==> src/hdl/rbsi_pkg.sv <==
package rbsi_pkg;

   // Coordinate format, fixed by the payload
   localparam int CoordWidth   = 32;
   localparam int DefFracBits  = 16;
   localparam int DistWidth    = 31;
   localparam int CsrIdxWidth  = 3;
   localparam int CsrDataWidth = 32;
   localparam int FaceWidth    = 3;

   // Register indexes
   localparam logic [CsrIdxWidth-1:0] CsrLowX  = 3'd0;
   localparam logic [CsrIdxWidth-1:0] CsrLowY  = 3'd1;
   localparam logic [CsrIdxWidth-1:0] CsrLowZ  = 3'd2;
   localparam logic [CsrIdxWidth-1:0] CsrHighX = 3'd3;
   localparam logic [CsrIdxWidth-1:0] CsrHighY = 3'd4;
   localparam logic [CsrIdxWidth-1:0] CsrHighZ = 3'd5;
   localparam logic [CsrIdxWidth-1:0] CsrMinDist = 3'd6;

   // Face codes of the hit normal
   localparam logic [FaceWidth-1:0] FaceNegX = 3'd0;
   localparam logic [FaceWidth-1:0] FaceNegY = 3'd1;
   localparam logic [FaceWidth-1:0] FaceNegZ = 3'd2;
   localparam logic [FaceWidth-1:0] FacePosX = 3'd3;
   localparam logic [FaceWidth-1:0] FacePosY = 3'd4;
   localparam logic [FaceWidth-1:0] FacePosZ = 3'd5;

   localparam logic [CoordWidth-1:0] ResetLow   = 32'd0;
   localparam logic [CoordWidth-1:0] ResetHigh  = 32'd65536;
   localparam logic [DistWidth-1:0]  ResetMinDist = 31'd66;

   typedef struct packed {
      logic [CoordWidth-1:0] origin_x;
      logic [CoordWidth-1:0] origin_y;
      logic [CoordWidth-1:0] origin_z;
      logic [CoordWidth-1:0] dir_x;
      logic [CoordWidth-1:0] dir_y;
      logic [CoordWidth-1:0] dir_z;
   } rbsi_req_type;

   typedef struct packed {
      logic                 found;
      logic [DistWidth-1:0] distance;
      logic [FaceWidth-1:0] face_index;
      logic                 from_inside;
   } rbsi_rsp_type;

   // Side information that travels with one slab division
   typedef struct packed {
      logic neg;     // quotient sign
      logic zero;    // direction component is zero
      logic nzero;   // corner equals origin
      logic nneg;    // corner lies below origin
   } rbsi_tag_type;

endpackage

==> src/hdl/rbsi_select.sv <==
module rbsi_select (
   input  logic                                   clock,
   input  logic                                   reset,
   input  logic                                   in_valid,
   input  logic [2:0][rbsi_pkg::CoordWidth-1:0]   t_entry,
   input  logic [2:0][rbsi_pkg::CoordWidth-1:0]   t_exit,
   input  logic [2:0]                             pos,
   input  logic [rbsi_pkg::DistWidth-1:0]         min_distance,
   output logic                                   out_valid,
   output rbsi_pkg::rbsi_rsp_type                 out_rsp
);
   import rbsi_pkg::*;

   localparam logic [CoordWidth-1:0] DistMax = CoordWidth'({DistWidth{1'b1}});

   logic signed [CoordWidth-1:0] tl_in, ts_in;
   logic [FaceWidth-1:0]         inf_in, outf_in;
   logic signed [CoordWidth-1:0] tl_ff, ts_ff;
   logic [FaceWidth-1:0]         inf_ff, outf_ff;
   logic                         valid_a_ff;

   // Latest entry and earliest exit with their faces
   always_comb begin
      if ($signed(t_entry[0]) > $signed(t_entry[1])) begin
         tl_in  = t_entry[0];
         inf_in = pos[0] ? FaceNegX : FacePosX;
      end else begin
         tl_in  = t_entry[1];
         inf_in = pos[1] ? FaceNegY : FacePosY;
      end
      if ($signed(t_entry[2]) > tl_in) begin
         tl_in  = t_entry[2];
         inf_in = pos[2] ? FaceNegZ : FacePosZ;
      end
      if ($signed(t_exit[0]) < $signed(t_exit[1])) begin
         ts_in   = t_exit[0];
         outf_in = pos[0] ? FacePosX : FaceNegX;
      end else begin
         ts_in   = t_exit[1];
         outf_in = pos[1] ? FacePosY : FaceNegY;
      end
      if ($signed(t_exit[2]) < ts_in) begin
         ts_in   = t_exit[2];
         outf_in = pos[2] ? FacePosZ : FaceNegZ;
      end
   end

   always_ff @(posedge clock) begin
      if (reset) begin
         valid_a_ff <= 1'b0;
      end else begin
         valid_a_ff <= in_valid;
      end
      tl_ff   <= tl_in;
      ts_ff   <= ts_in;
      inf_ff  <= inf_in;
      outf_ff <= outf_in;
   end

   logic signed [CoordWidth:0] eps;
   logic signed [CoordWidth:0] tl_x, ts_x;
   logic [CoordWidth-1:0]      t_sel;
   rbsi_rsp_type               rsp_in;

   // Decide hit, pick reported time, clamp distance
   always_comb begin
      eps  = $signed((CoordWidth+1)'(min_distance));
      tl_x = {tl_ff[CoordWidth-1], tl_ff};
      ts_x = {ts_ff[CoordWidth-1], ts_ff};
      rsp_in = '0;
      t_sel  = '0;
      if ((tl_ff < ts_ff) && (ts_x > eps)) begin
         if (tl_x > eps) begin
            t_sel              = tl_ff;
            rsp_in.face_index  = inf_ff;
            rsp_in.from_inside = 1'b0;
         end else begin
            t_sel              = ts_ff;
            rsp_in.face_index  = outf_ff;
            rsp_in.from_inside = 1'b1;
         end
         rsp_in.found    = 1'b1;
         rsp_in.distance = (t_sel > DistMax) ? DistMax[DistWidth-1:0]
                                             : t_sel[DistWidth-1:0];
      end
   end

   logic         valid_b_ff;
   rbsi_rsp_type rsp_ff;

   always_ff @(posedge clock) begin
      if (reset) begin
         valid_b_ff <= 1'b0;
      end else begin
         valid_b_ff <= valid_a_ff;
      end
      rsp_ff <= rsp_in;
   end

   assign out_valid = valid_b_ff;
   assign out_rsp   = rsp_ff;

endmodule

==> config.mk <==
export PLATFORM = sky130hd
export DESIGN_NAME = rbsi_select
export DESIGN_NICKNAME = d
export VERILOG_FILES = /design/src/hdl/rbsi_pkg.sv /design/src/hdl/rbsi_select.sv
export SDC_FILE = /design/constraint.sdc
export NUM_CORES = 1
export LEC_CHECK = 0
export BUFFER_PORTS_ARGS = -buffer_cell sky130_fd_sc_hd__buf_2
export CAP_MARGIN = 30
export CORE_AREA = 2 2 145 147
export DETAILED_ROUTE_END_ITERATION = 10
export DIE_AREA = 0 0 147 149
export GPL_ROUTABILITY_DRIVEN = 0
export PLACE_DENSITY = 0.87
export SYNTH_ARGS = -nofsm -noshare
export SYNTH_HDL_FRONTEND = slang
export SYNTH_SLANG_ARGS = --single-unit
==> constraint.sdc <==
create_clock -name clock -period 7.2 [get_ports clock]
set_input_delay 0.72 -clock clock [delete_from_list [all_inputs] [get_ports clock]]
set_output_delay 0.72 -clock clock [all_outputs]
set_load 0.005 [all_outputs]
==> flow_summary_export.csv <==
group,metric,value,unit
status,outcome,"complete, no violations",
floorplanning,row_count,53,
yosys,synth-edff-count,0,
placed_design,dpl_cell_area,0.01163,mm²
routing,drtIter0Drc,315,
floorplanning,fp.dieH,149,µm
routing,detail_route.vias_per_cell,5.419,
clock_network,clk_pin_slew,0.07,ns
yosys,synthXorXnorAreaFrac,0,%
setup_path,worstSetupStartpointType,"input pin",
placed_design,portBuffers,265,
yosys,synthMuxAreaShare,13.90,%
timing,tns,0,ns
yosys,synth_top_family_by_area,"adder cells",
timing,relSlewSlack,54.32,%
clock_network,clk_latency,0.35,ns
clock_network,post_cts_buffers,0,
routing,wirelength,27310,µm
timing,tightest_slew,0.6844,ns
routing,vias,9148,
flow_run,drv_cap,0,
timing,hold_viol,0,
yosys,synth_nets,1602,
setup_path,cp_cell_sequence,"buf_2 -> ha_1 -> a21o_1 -> a21o_1 -> a211oi_1 -> o21ai_0 -> o2bb2ai_1 -> o21ai_0 -> nand3_2 -> buf_4 -> mux2i_1 -> ha_1 -> nand2_1 -> nor3_1 -> and3_1 -> nand3_1 -> or3_1 -> o21ai_0 -> nor4_1 -> a31oi_4 -> buf_12 -> mux2_2",
cells_and_area,area_delta_synth_final,19.39,%
clock_network,cts.path.max_buffers,2,
cells_and_area,utilization,58.49,%
setup_path,crit_buf_inv,3,
placed_design,dp_hpwl,23200,µm
yosys,async_reset_ff_share,0,%
routing,ant_nets,0,
floorplanning,ioPinCount,266,
grt,antenna_found_initial,2,
timing,post-route-period-util,83.38,%
routing,wl_per_cell,16.18,µm
grt,grt_usage,24.32,%
setup_path,path_delay_family,"simple AND/OR/NAND/NOR gates",
yosys,synth-simple-area-share,11.07,%
grt,grt_pass1_vias,9097,
setup_path,crit_slowest_cell,"nand3_2",
clock_network,cts_made_buffers,9,
cells_and_area,drive_gt1_share,23.39,%
clock_network,cts_num_sinks,108,
yosys,syn_area,0.01007,mm²
timing,rsz0062_at_grt,"no",
floorplanning,coreArea,0.02056,mm²
yosys,netlist_instances,1154,
yosys,synth_seq_area_share,21.47,%
floorplanning,die-area,0.02190,mm²
yosys,ys.flop_type,"dfxtp_1",
clock_network,cts_tree,"yes",
timing,slew_viol_final,0,
setup_path,crit_required,7.44,ns
clock_network,cts-root-buf,"clkbuf_16",
power_and_ir_drop,leakagePower,0.006904,µW
grt,grt_first_pass_wirelength,43010,µm
clock_network,htree_levels,3,
setup_path,critPathKind,"in -> reg",
timing,final.setup_skew,0.005828,ns
setup_path,cp_slowest_stage_delay,0.58,ns
yosys,synthAdderAreaFrac,27.21,%
setup_path,cp_common_cell,"o21ai_0",
setup_path,cp_max_fo,22,
grt,grt_start_max_net_pins,51,
clock_network,ctsHoldBuffers,0,
setup_path,arrival,6.24,ns
timing,timing.hold.ws,0.4570,ns
power_and_ir_drop,ir_drop,173.2,µV
clock_network,cts-resized-gates,0,
setup_path,crit_path_end_kind,"flop",
floorplanning,die_w,147,µm
yosys,synth.distinct_cells,52,
yosys,synth_seq_cells,108,
timing,period_minus_slack,6.003,ns
yosys,synth-compound-area-share,16.80,%
routing,dr.pass1.iters,5,
power_and_ir_drop,power_density,231.7,mW/mm²
timing,timing.fmax,166.6,MHz
floorplanning,start_util,48.99,%
cells_and_area,nNetsFinal,1855,
yosys,syn_area_per_cell,8.727,µm²
grt,grt_overflow_total,0,
routing,drc,0,
timing,setup_viol,0,
cells_and_area,fin_area,0.01202,mm²
min_path,hold_path.class,"reg -> reg",
yosys,ys_warn_count,0,
## flip-flops by register name (all words and copies together) (netlist names)
name,count
valid_a_ff,1
outf_ff,3
out_valid,1
out_rsp,36
ts_ff,32
inf_ff,3
tl_ff,32
## layout by cell type, fill, tap and decap left out, drive strengths merged, types with 3 or more instances in the layout
| cell | n |
|---|---|
| mux2 | 7 |
| nand3 | 11 |
| or4 | 4 |
| nand4 | 32 |
| ha | 219 |
| o211ai | 7 |
| mux2i | 132 |
| nand2 | 41 |
| nor2b | 13 |
| a211oi | 7 |
| o21ai | 38 |
| a21oi | 57 |
| a211o | 3 |
| a31oi | 7 |
| clkbuf | 9 |
| dfxtp | 108 |
| nand2b | 8 |
| nor2 | 91 |
| nor3 | 14 |
| buf | 275 |
| nor4 | 4 |
| o21a | 9 |
| a2111oi | 31 |
| and3 | 4 |
| and4 | 3 |
| inv | 200 |
| a21o | 57 |
## path summary, 6_finish.rpt
| check | endpoint | cells after the start | slack (ns) | from |
|---|---|---|---|---|
| worst max-delay path | tl_ff[0]$_DFF_P_ | 22 | 1.20 | t_entry[2] |
| worst min-delay path | out_valid$_SDFF_PP0_ | 1 | 0.46 | valid_a_ff$_SDFF_PP0_ |
| worst max register to register | out_rsp[8]$_SDFF_PN0_ | 10 | 3.18 | tl_ff[30]$_DFF_P_ |
| worst min register to register | out_valid$_SDFF_PP0_ | 1 | 0.46 | valid_a_ff$_SDFF_PP0_ |
## layer usage
layer	up-vias	share of wire (%)	track usage [%]
li1	4586	-	-
met1	4263	42	29.36
met5	-	0	0
met4	0	2.7	7.212
met3	48	5.1	3.517
met2	251	50	44.88
## cells in the mapped netlist (2+ instances only)
master     number  area, µm²
a2111oi_1       6      60.06
a2111oi_2      24      360.4
a211o_1         3      26.28
a211oi_1        7      52.55
a21o_1         57      427.9
a21oi_1        56      280.3
a31oi_1         7      43.79
and3_1          4      25.02
and4_1          3      26.28
buf_2           7      35.03
buf_4          17      127.6
buf_6           3      33.78
clkbuf_1        6      22.52
dfxtp_1       108       2162
ha_1          219       2740
inv_1         198      743.2
mux2_1          2      22.52
mux2_2          5      56.30
mux2i_1       132       1321
nand2_1        41      153.9
nand2b_1        8      50.05
nand3_1        11      55.05
nand4_1        32      200.2
nor2_1         91      341.6
nor2b_1        13      81.33
nor3_1         13      65.06
nor4_1          3      18.77
o211ai_1        7      52.55
o21a_1          9      67.56
o21ai_0        33      165.2
o21ai_1         4      20.02
o31a_1          2      17.52
or3_1           2      12.51
or4_1           3      22.52
## logic make-up (layout without fill, tap and decap cells)
logic type | after synthesis | after routing
AO/OA/AOI/OAI | 226 | 226
flip-flops | 108 | 108
AND/OR/NAND/NOR | 231 | 231
multiplexers | 139 | 139
other | 0 | 2
buffers and inverters | 231 | 488
adder cells (fa/ha/maj) | 219 | 219
## worst register-to-register path, stage by stage, from the launching register on
cell	delay [ns]
dfxtp_1	0.35
ha_1	0.31
nand2_1	0.07
or4_1	0.55
nor4_2	0.44
a31oi_1	0.22
o31a_1	0.18
a31oi_4	0.54
buf_4	0.65
nor2_1	0.11
a2111oi_1	0.46
## stage by stage
step / instances / power (µW) / worst slack (ns)
global route: 1687 / 2996 / 0.8878
finish: 1688 / 2786 / 1.197
global placement: 1668 / 2164 / 1.038
detailed placement: 1668 / 2224 / 0.8798
floorplan: 1154 / 1811 / 1.952
CTS: 1683 / 2764 / 1.257
## power breakdown
group / switching (µW) / leakage [µW] / internal, µW
Combinational: 756 / 0.00585 / 616
Clock: 220 / 0.000156 / 307
Sequential: 123 / 0.000902 / 765
## final cells by class
| class | instances | area [µm²] |
|---|---|---|
| inverters | 198 | 743.2 |
| clock inverters | 6 | 95.09 |
| repair buffers | 275 | 1459 |
| multi-input cells | 815 | 6990 |
| fillers | 1845 | 8533 |
| flip-flops and latches | 108 | 2162 |
| diodes | 2 | 5.005 |
| clock buffers | 9 | 225.2 |
| well taps | 275 | 344.1 |
Note: power is estimated with default switching activity, not from simulation.
